`src/pit_pkg.sv`:
```
// ----------------------------------------------------------------------------
// pit_pkg
// Shared widths, payload types and intermediate bundles for the
// point-in-triangle test pipeline.
// ----------------------------------------------------------------------------
`default_nettype none

package pit_pkg;

    // coordinate and derived widths
    localparam int COORD_BITS = 24;
    localparam int DIFF_W     = COORD_BITS + 1;   // edge vector component
    localparam int PROD_W     = 2 * DIFF_W;       // product of two components
    localparam int DOT_W      = PROD_W + 2;       // sum of three products
    localparam int HALF_W     = DOT_W / 2;        // split point for wide multiply
    localparam int PART_W     = 2 * (HALF_W + 1); // partial product width
    localparam int WIDE_W     = 2 * DOT_W + 2;    // products of dots and their sums

    typedef logic signed [COORD_BITS-1:0] coord_t;
    typedef logic signed [DIFF_W-1:0]     diff_t;
    typedef logic signed [PROD_W-1:0]     prod_t;
    typedef logic signed [DOT_W-1:0]      dot_t;
    typedef logic signed [HALF_W:0]       half_t;
    typedef logic signed [PART_W-1:0]     part_t;
    typedef logic signed [WIDE_W-1:0]     wide_t;

    // request payload: test point and three corners
    typedef struct packed {
        coord_t test_x;
        coord_t test_y;
        coord_t test_z;
        coord_t corner_a_x;
        coord_t corner_a_y;
        coord_t corner_a_z;
        coord_t corner_b_x;
        coord_t corner_b_y;
        coord_t corner_b_z;
        coord_t corner_c_x;
        coord_t corner_c_y;
        coord_t corner_c_z;
    } pit_req_t;

    // result payload
    typedef struct packed {
        logic inside_res;
        logic degenerate;
    } pit_rsp_t;

    // dot products of the edge vectors u, v and w
    typedef struct packed {
        dot_t uu;
        dot_t vv;
        dot_t uv;
        dot_t wu;
        dot_t wv;
    } pit_dots_t;

    // products of dot pairs used by the Lagrange identity
    typedef struct packed {
        wide_t uu_vv;
        wide_t uv_uv;
        wide_t uu_wv;
        wide_t uv_wu;
        wide_t wu_vv;
        wide_t wv_uv;
    } pit_prods_t;

endpackage

`default_nettype wire

```
`src/pit_decide.sv`:
```
// ----------------------------------------------------------------------------
// pit_decide
// Stages 6 to 8: d, gamma and beta numerators by the Lagrange identity,
// then the range checks against d and the output register.
// ----------------------------------------------------------------------------
`default_nettype none

module pit_decide (
    input  logic                clk,
    input  logic                rst_n,
    input  logic                en,
    input  logic                vld_in,
    input  pit_pkg::pit_prods_t prods,
    output logic                vld_out,
    output pit_pkg::pit_rsp_t   rsp_data
);

    localparam int MSB = pit_pkg::WIDE_W - 1;

    pit_pkg::wide_t d_next;
    pit_pkg::wide_t g_next;
    pit_pkg::wide_t bn_next;
    pit_pkg::wide_t d6_reg;
    pit_pkg::wide_t g_reg;
    pit_pkg::wide_t bn_reg;

    pit_pkg::wide_t sum_next;
    pit_pkg::wide_t dmg;
    pit_pkg::wide_t dmb;
    logic           ok_next;
    logic           zero_next;
    pit_pkg::wide_t d7_reg;
    pit_pkg::wide_t sum_reg;
    logic           ok_reg;
    logic           zero_reg;

    pit_pkg::wide_t    dms;
    pit_pkg::pit_rsp_t rsp_next;
    pit_pkg::pit_rsp_t rsp_reg;

    logic vld6_reg;
    logic vld7_reg;
    logic vld8_reg;

    // stage 6: d = |u x v|^2, gamma and beta numerators
    assign d_next  = prods.uu_vv - prods.uv_uv;
    assign g_next  = prods.uu_wv - prods.uv_wu;
    assign bn_next = prods.wu_vv - prods.wv_uv;

    // stage 7: single-numerator bounds and the numerator sum
    assign sum_next  = g_reg + bn_reg;
    assign dmg       = d6_reg - g_reg;
    assign dmb       = d6_reg - bn_reg;
    assign ok_next   = !g_reg[MSB] && !bn_reg[MSB] && !dmg[MSB] && !dmb[MSB];
    assign zero_next = (d6_reg == '0);

    // stage 8: alpha bound and final flags
    assign dms = d7_reg - sum_reg;
    always_comb
    begin
        rsp_next.degenerate = zero_reg;
        rsp_next.inside_res = ok_reg && !sum_reg[MSB] && !dms[MSB] && !zero_reg;
    end

    // datapath registers
    always_ff @(posedge clk)
    begin
        if (en)
        begin
            d6_reg   <= d_next;
            g_reg    <= g_next;
            bn_reg   <= bn_next;
            d7_reg   <= d6_reg;
            sum_reg  <= sum_next;
            ok_reg   <= ok_next;
            zero_reg <= zero_next;
            rsp_reg  <= rsp_next;
        end
    end

    // valid bits
    always_ff @(posedge clk or negedge rst_n)
    begin
        if (!rst_n)
        begin
            vld6_reg <= 1'b0;
            vld7_reg <= 1'b0;
            vld8_reg <= 1'b0;
        end
        else if (en)
        begin
            vld6_reg <= vld_in;
            vld7_reg <= vld6_reg;
            vld8_reg <= vld7_reg;
        end
    end

    assign vld_out  = vld8_reg;
    assign rsp_data = rsp_reg;

endmodule

`default_nettype wire

```
`config.mk`:
```
export PLATFORM = sky130hd
export DESIGN_NAME = pit_decide
export DESIGN_NICKNAME = d
export VERILOG_FILES = /design/src/pit_pkg.sv /design/src/pit_decide.sv
export SDC_FILE = /design/constraint.sdc
export NUM_CORES = 2
export LEC_CHECK = 0
export BUFFER_PORTS_ARGS = -buffer_cell sky130_fd_sc_hd__buf_2
export CAP_MARGIN = 10
export CELL_PAD_IN_SITES_DETAIL_PLACEMENT = 1
export CELL_PAD_IN_SITES_GLOBAL_PLACEMENT = 1
export CORE_ASPECT_RATIO = 0.7
export CORE_MARGIN = 10
export CORE_UTILIZATION = 41
export CTS_BUF_LIST = sky130_fd_sc_hd__clkbuf_8 sky130_fd_sc_hd__clkbuf_16
export CTS_CLUSTER_SIZE = 20
export DETAILED_ROUTE_END_ITERATION = 12
export HOLD_SLACK_MARGIN = 0.02
export PLACE_DENSITY_LB_ADDON = 0.1
export SYNTH_ARGS = -nofsm -noshare
export SYNTH_HDL_FRONTEND = slang
export SYNTH_SLANG_ARGS = --single-unit
```
`constraint.sdc`:
```
create_clock -name clk -period 3.3 [get_ports clk]
set_input_delay 0.33 -clock clk [delete_from_list [all_inputs] [get_ports clk]]
set_output_delay 0.33 -clock clk [all_outputs]
set_load 0.005 [all_outputs]
```
==> results.md <==
- Result of the run: complete, but fails checks
- Area added between synthesis and finish: 40.4%
- Final critical-path required period: 3.96 ns
- Placed cell count: 9575
- Violated checks: negative setup slack
- Highest ir drop seen on vdd: 0.000510 V
- Number of max-cap violations: 0
- Critical path data required time: 3.78 ns
- Fraction of power consumed by the clock network: 17.0%
- Detail Route met2 WL: 104000 um
- Unique cell type count in the Yosys netlist: 93
- Final count of pins violating max slew: 0
- Number of design rule violations left after detail routing: 0
- Slew headroom: 36.3%
- Die Ht: 317 um
- Top_reg_cell synth: sky130_fd_sc_hd__edfxtp_1
- Synthesized net count: between 7000 and 8000
- Skew-Pair Late Insertion Delay: around 0.67 ns
- Number of detailed-routing iterations run before antenna repair: 5
- EDFF count, synth: 534
- Full die area: 141000 um2
- Leakage power total: 35.8 nW
- Worst setup margin: -0.660 ns
- Leading post-synthesis cells by cell area: sky130_fd_sc_hd__edfxtp_1 (31%), sky130_fd_sc_hd__ha_1 (18%), sky130_fd_sc_hd__a21oi_1 (6.5%)
- Initial cell density of the core: between 40% and 50%
- Number of clock sinks: between 500 and 600
- Cell area after technology mapping: 51600 um2
- Number of standard-cell rows in the floorplan: 108
- Unrepaired setup endpoints after global routing: yes
- Via density per instance: 5.83
- First-pass GRT wire length: 372000 um
- Class of the tightest hold or removal check: in2reg
- Final clock period utilization by the worst path: 120%
- Number of antenna violations at the first check in global routing: 18
- Critical path fanouts, max: 3
- TritonCTS clock tree: yes
- Cell types with the highest counts after synthesis: sky130_fd_sc_hd__inv_1 (785), sky130_fd_sc_hd__ha_1 (733), sky130_fd_sc_hd__a21oi_1 (666), sky130_fd_sc_hd__edfxtp_1 (534), sky130_fd_sc_hd__nand2_1 (386)
- Reg clk slew, reported paths: 0.06 ns
- Number of primary I/O pins: 643
- Aggregate routed wire length: 257000 um
- Final design area excluding fillers: roughly 72000 um2
- Yosys warning count: 0
- X dimension of the die: 444 um
- Endpoints failing setup: 60
- Sequential element share of the synthesized area: 31.2%
- GRT overflow: 0
- Top sig layer: met5
- Post-synthesis cell type with the largest combined area: sky130_fd_sc_hd__edfxtp_1
- Endpoint class of the critical path: register
- Final non-filler cell total: 9759
- Fill cell total of the finished layout: 14811
- Maximum achievable frequency: about 250 MHz
- Maximum clock skew at final layout: ~0.045 ns
- Synth Instances: approximately 6000
- Kind of start point of the critical path: register
- Total power draw: 39.7 mW
- Per-instance average area after synthesis: 8.65 um2
- Internal power of the cells: 23.0 mW
- Fraction of the core area covered by cells at the end of the flow: 58.2%
- Core area: 124000 um2
- Ratio of total power to cell area: between 500 and 600 nW/um2
- Library cell with the highest instance count after synthesis: sky130_fd_sc_hd__inv_1
- Number of failing hold endpoints at the final stage: 0
- CP arrival: 4.44 ns
- Number of buffers inserted during clock tree synthesis: 59
- Mean routed wirelength per cell: 26.3 um
- Detailed placement HPWL: 213000 um
- Met3 Routed Length: ~27000 um
- Net switching power of the design: approximately 17 mW
- First-iteration detailed-routing DRC count: 6191
- Actual slew at the worst max-slew pin: between 0.9 and 1 ns
- Switching share of power: 41.9%
- Register bit total from synthesis: 537
- Total Routing Usage GR: roughly 34%
- Class of the most critical setup path: reg2reg
- Clock root buffer: sky130_fd_sc_hd__clkbuf_16
- Number of global-route vias before repair: roughly 58000
- Met1 Wirelength: 120000 um
- Final antenna-violating net count: 0
- Final Net Count: between 9000 and 10000
- Count of input and output buffers: approximately 640
- DR vias: 56918
- Final Wtd Congestion: 0.992
- Gate power share: 55.2%
- CTS Buffer Depth: 3
- Sequential share of power: between 20% and 30%
- Max H-tree Level: 2
- Share of async-settable or async-resettable flops after synthesis: 0.559%
- Fraction of post-synthesis cell area in the top cell type by area: 31.1%
- Ratio of cells with drive above 1 in the final layout: 32.7%
- Pin count of the biggest net entering global routing: 91
- Placed Instance Area: roughly 68000 um2
==> what timing repair did <==
action                                  in CTS  in global routing
resized for setup                          231                209
pin swaps                                  106                139
endpoints found under the setup margin      99                128
buffers inserted                            61                 40
hold buffers                                 3                  0
endpoints found under the hold margin        4                  0
==> stage by stage <==
| step | hold slack, ns | setup WS [ns] | setup TNS, ns |
|---|---|---|---|
| detailed placement | 0.129 | -1.10 | -99.70 |
| global placement | 0.125 | -1.14 | -87.23 |
| global route | 0.0936 | -0.692 | -26.16 |
| CTS | 0.0525 | -0.518 | -10.11 |
| floorplan | 0.0344 | -0.0286 | -0.0674 |
| finish | 0.100 | -0.660 | -21.13 |
==> placed cells by master, fill, tap and decap left out, types with 31 or more instances in the layout <==
master / n
sky130_fd_sc_hd__xor2_1: 130
sky130_fd_sc_hd__clkbuf_16: 59
sky130_fd_sc_hd__nor3_1: 85
sky130_fd_sc_hd__o21ai_0: 302
sky130_fd_sc_hd__buf_6: 36
sky130_fd_sc_hd__o21bai_1: 120
sky130_fd_sc_hd__inv_1: 791
sky130_fd_sc_hd__a31oi_1: 41
sky130_fd_sc_hd__a21o_1: 347
sky130_fd_sc_hd__nand2_1: 378
sky130_fd_sc_hd__nand4_1: 244
sky130_fd_sc_hd__o21a_1: 70
sky130_fd_sc_hd__nor2b_1: 52
sky130_fd_sc_hd__buf_4: 1556
sky130_fd_sc_hd__ha_1: 706
sky130_fd_sc_hd__and3_1: 34
sky130_fd_sc_hd__nor4_1: 46
sky130_fd_sc_hd__nand2b_1: 56
sky130_fd_sc_hd__xnor2_1: 231
sky130_fd_sc_hd__buf_2: 639
sky130_fd_sc_hd__a21oi_2: 41
sky130_fd_sc_hd__edfxtp_1: 534
sky130_fd_sc_hd__nor2_1: 275
sky130_fd_sc_hd__nand3_1: 72
sky130_fd_sc_hd__o211ai_1: 31
sky130_fd_sc_hd__a21oi_1: 615
==> kinds of logic (layout without fill, tap and decap cells) <==
logic type                 count (synthesis)  count (layout)  share of synthesized area [%]
adders and majority gates                737             737                           17.9
DFF                                      537             537                           31.2
and+or+nand+nor                         1394            1394                           13.5
xor gates and xnor gates                 412             412                           6.99
buffers and inverters                    993            3134                           7.25
AOI/OAI and AO/OA                       1886            1886                           23.0
muxes                                      4               4                         0.0873
other                                      0               5                              0
==> critical path: stages, from the launching register on <==
cell and delay, ns:
sky130_fd_sc_hd__edfxtp_1 0.42, sky130_fd_sc_hd__ha_1 0.33, sky130_fd_sc_hd__a21o_1 0.17, sky130_fd_sc_hd__nand4_1 0.17, sky130_fd_sc_hd__a211oi_2 0.31, sky130_fd_sc_hd__buf_4 0.18
sky130_fd_sc_hd__o21a_1 0.18, sky130_fd_sc_hd__o211a_1 0.22, sky130_fd_sc_hd__a211o_4 0.17, sky130_fd_sc_hd__a31oi_4 0.10, sky130_fd_sc_hd__o41a_1 0.38, sky130_fd_sc_hd__a21o_4 0.25
sky130_fd_sc_hd__o21a_4 0.22, sky130_fd_sc_hd__o41ai_4 0.41, sky130_fd_sc_hd__xor2_2 0.25
==> layout make-up <==
| type | count | area, um2 | area share (%) |
|---|---|---|---|
| antenna | 5 | 12.5 | 0.0173 |
| clock buffer | 59 | 1480 | 2.04 |
| clock inverter | 47 | 445 | 0.615 |
| inverter | 785 | 2950 | 4.07 |
| multi-input combinational | 4433 | 33900 | 46.8 |
| sequential | 537 | 16100 | 22.2 |
| tap | 1650 | 2060 | 2.85 |
| timing repair buffer | 2243 | 15500 | 21.4 |
==> worst paths after layout <==
kind	start	end	slack (ns)	cells past startpoint
setup / recovery	bn_reg[1]	sum_reg[103]	-0.66	14
hold / removal	prods[635]	d6_reg[105]	0.10	3
setup reg to reg	bn_reg[1]	sum_reg[103]	-0.66	14
hold reg to reg	vld7_reg	vld_out	0.53	1
max in group asynchronous	rst_n	vld7_reg	2.52	3
min in group asynchronous	rst_n	vld6_reg	0.61	3
==> power groups by stage <==
| stage | clock network [mW] | registers (mW) | logic (mW) |
|---|---|---|---|
| 6_report | 6.74 | 11.0 | 21.9 |
| 5_1_grt | 7.05 | 11.1 | 23.2 |
| 4_1_cts | 6.78 | 10.9 | 20.1 |
| 3_5_place_dp | 0 | 11.0 | 18.9 |
| 3_3_place_gp | 0 | 10.9 | 18.0 |
| 2_1_floorplan | 0 | 10.1 | 9.38 |
==> per-layer routing <==
metal  vias up  global-route usage (%)
met3       320                    6.99
met4         2                    5.48
li1      25726                       -
met1     27999                    52.4
met5         -                       0
met2      2871                    49.6
No activity file was read; power rests on OpenSTA's default activity.
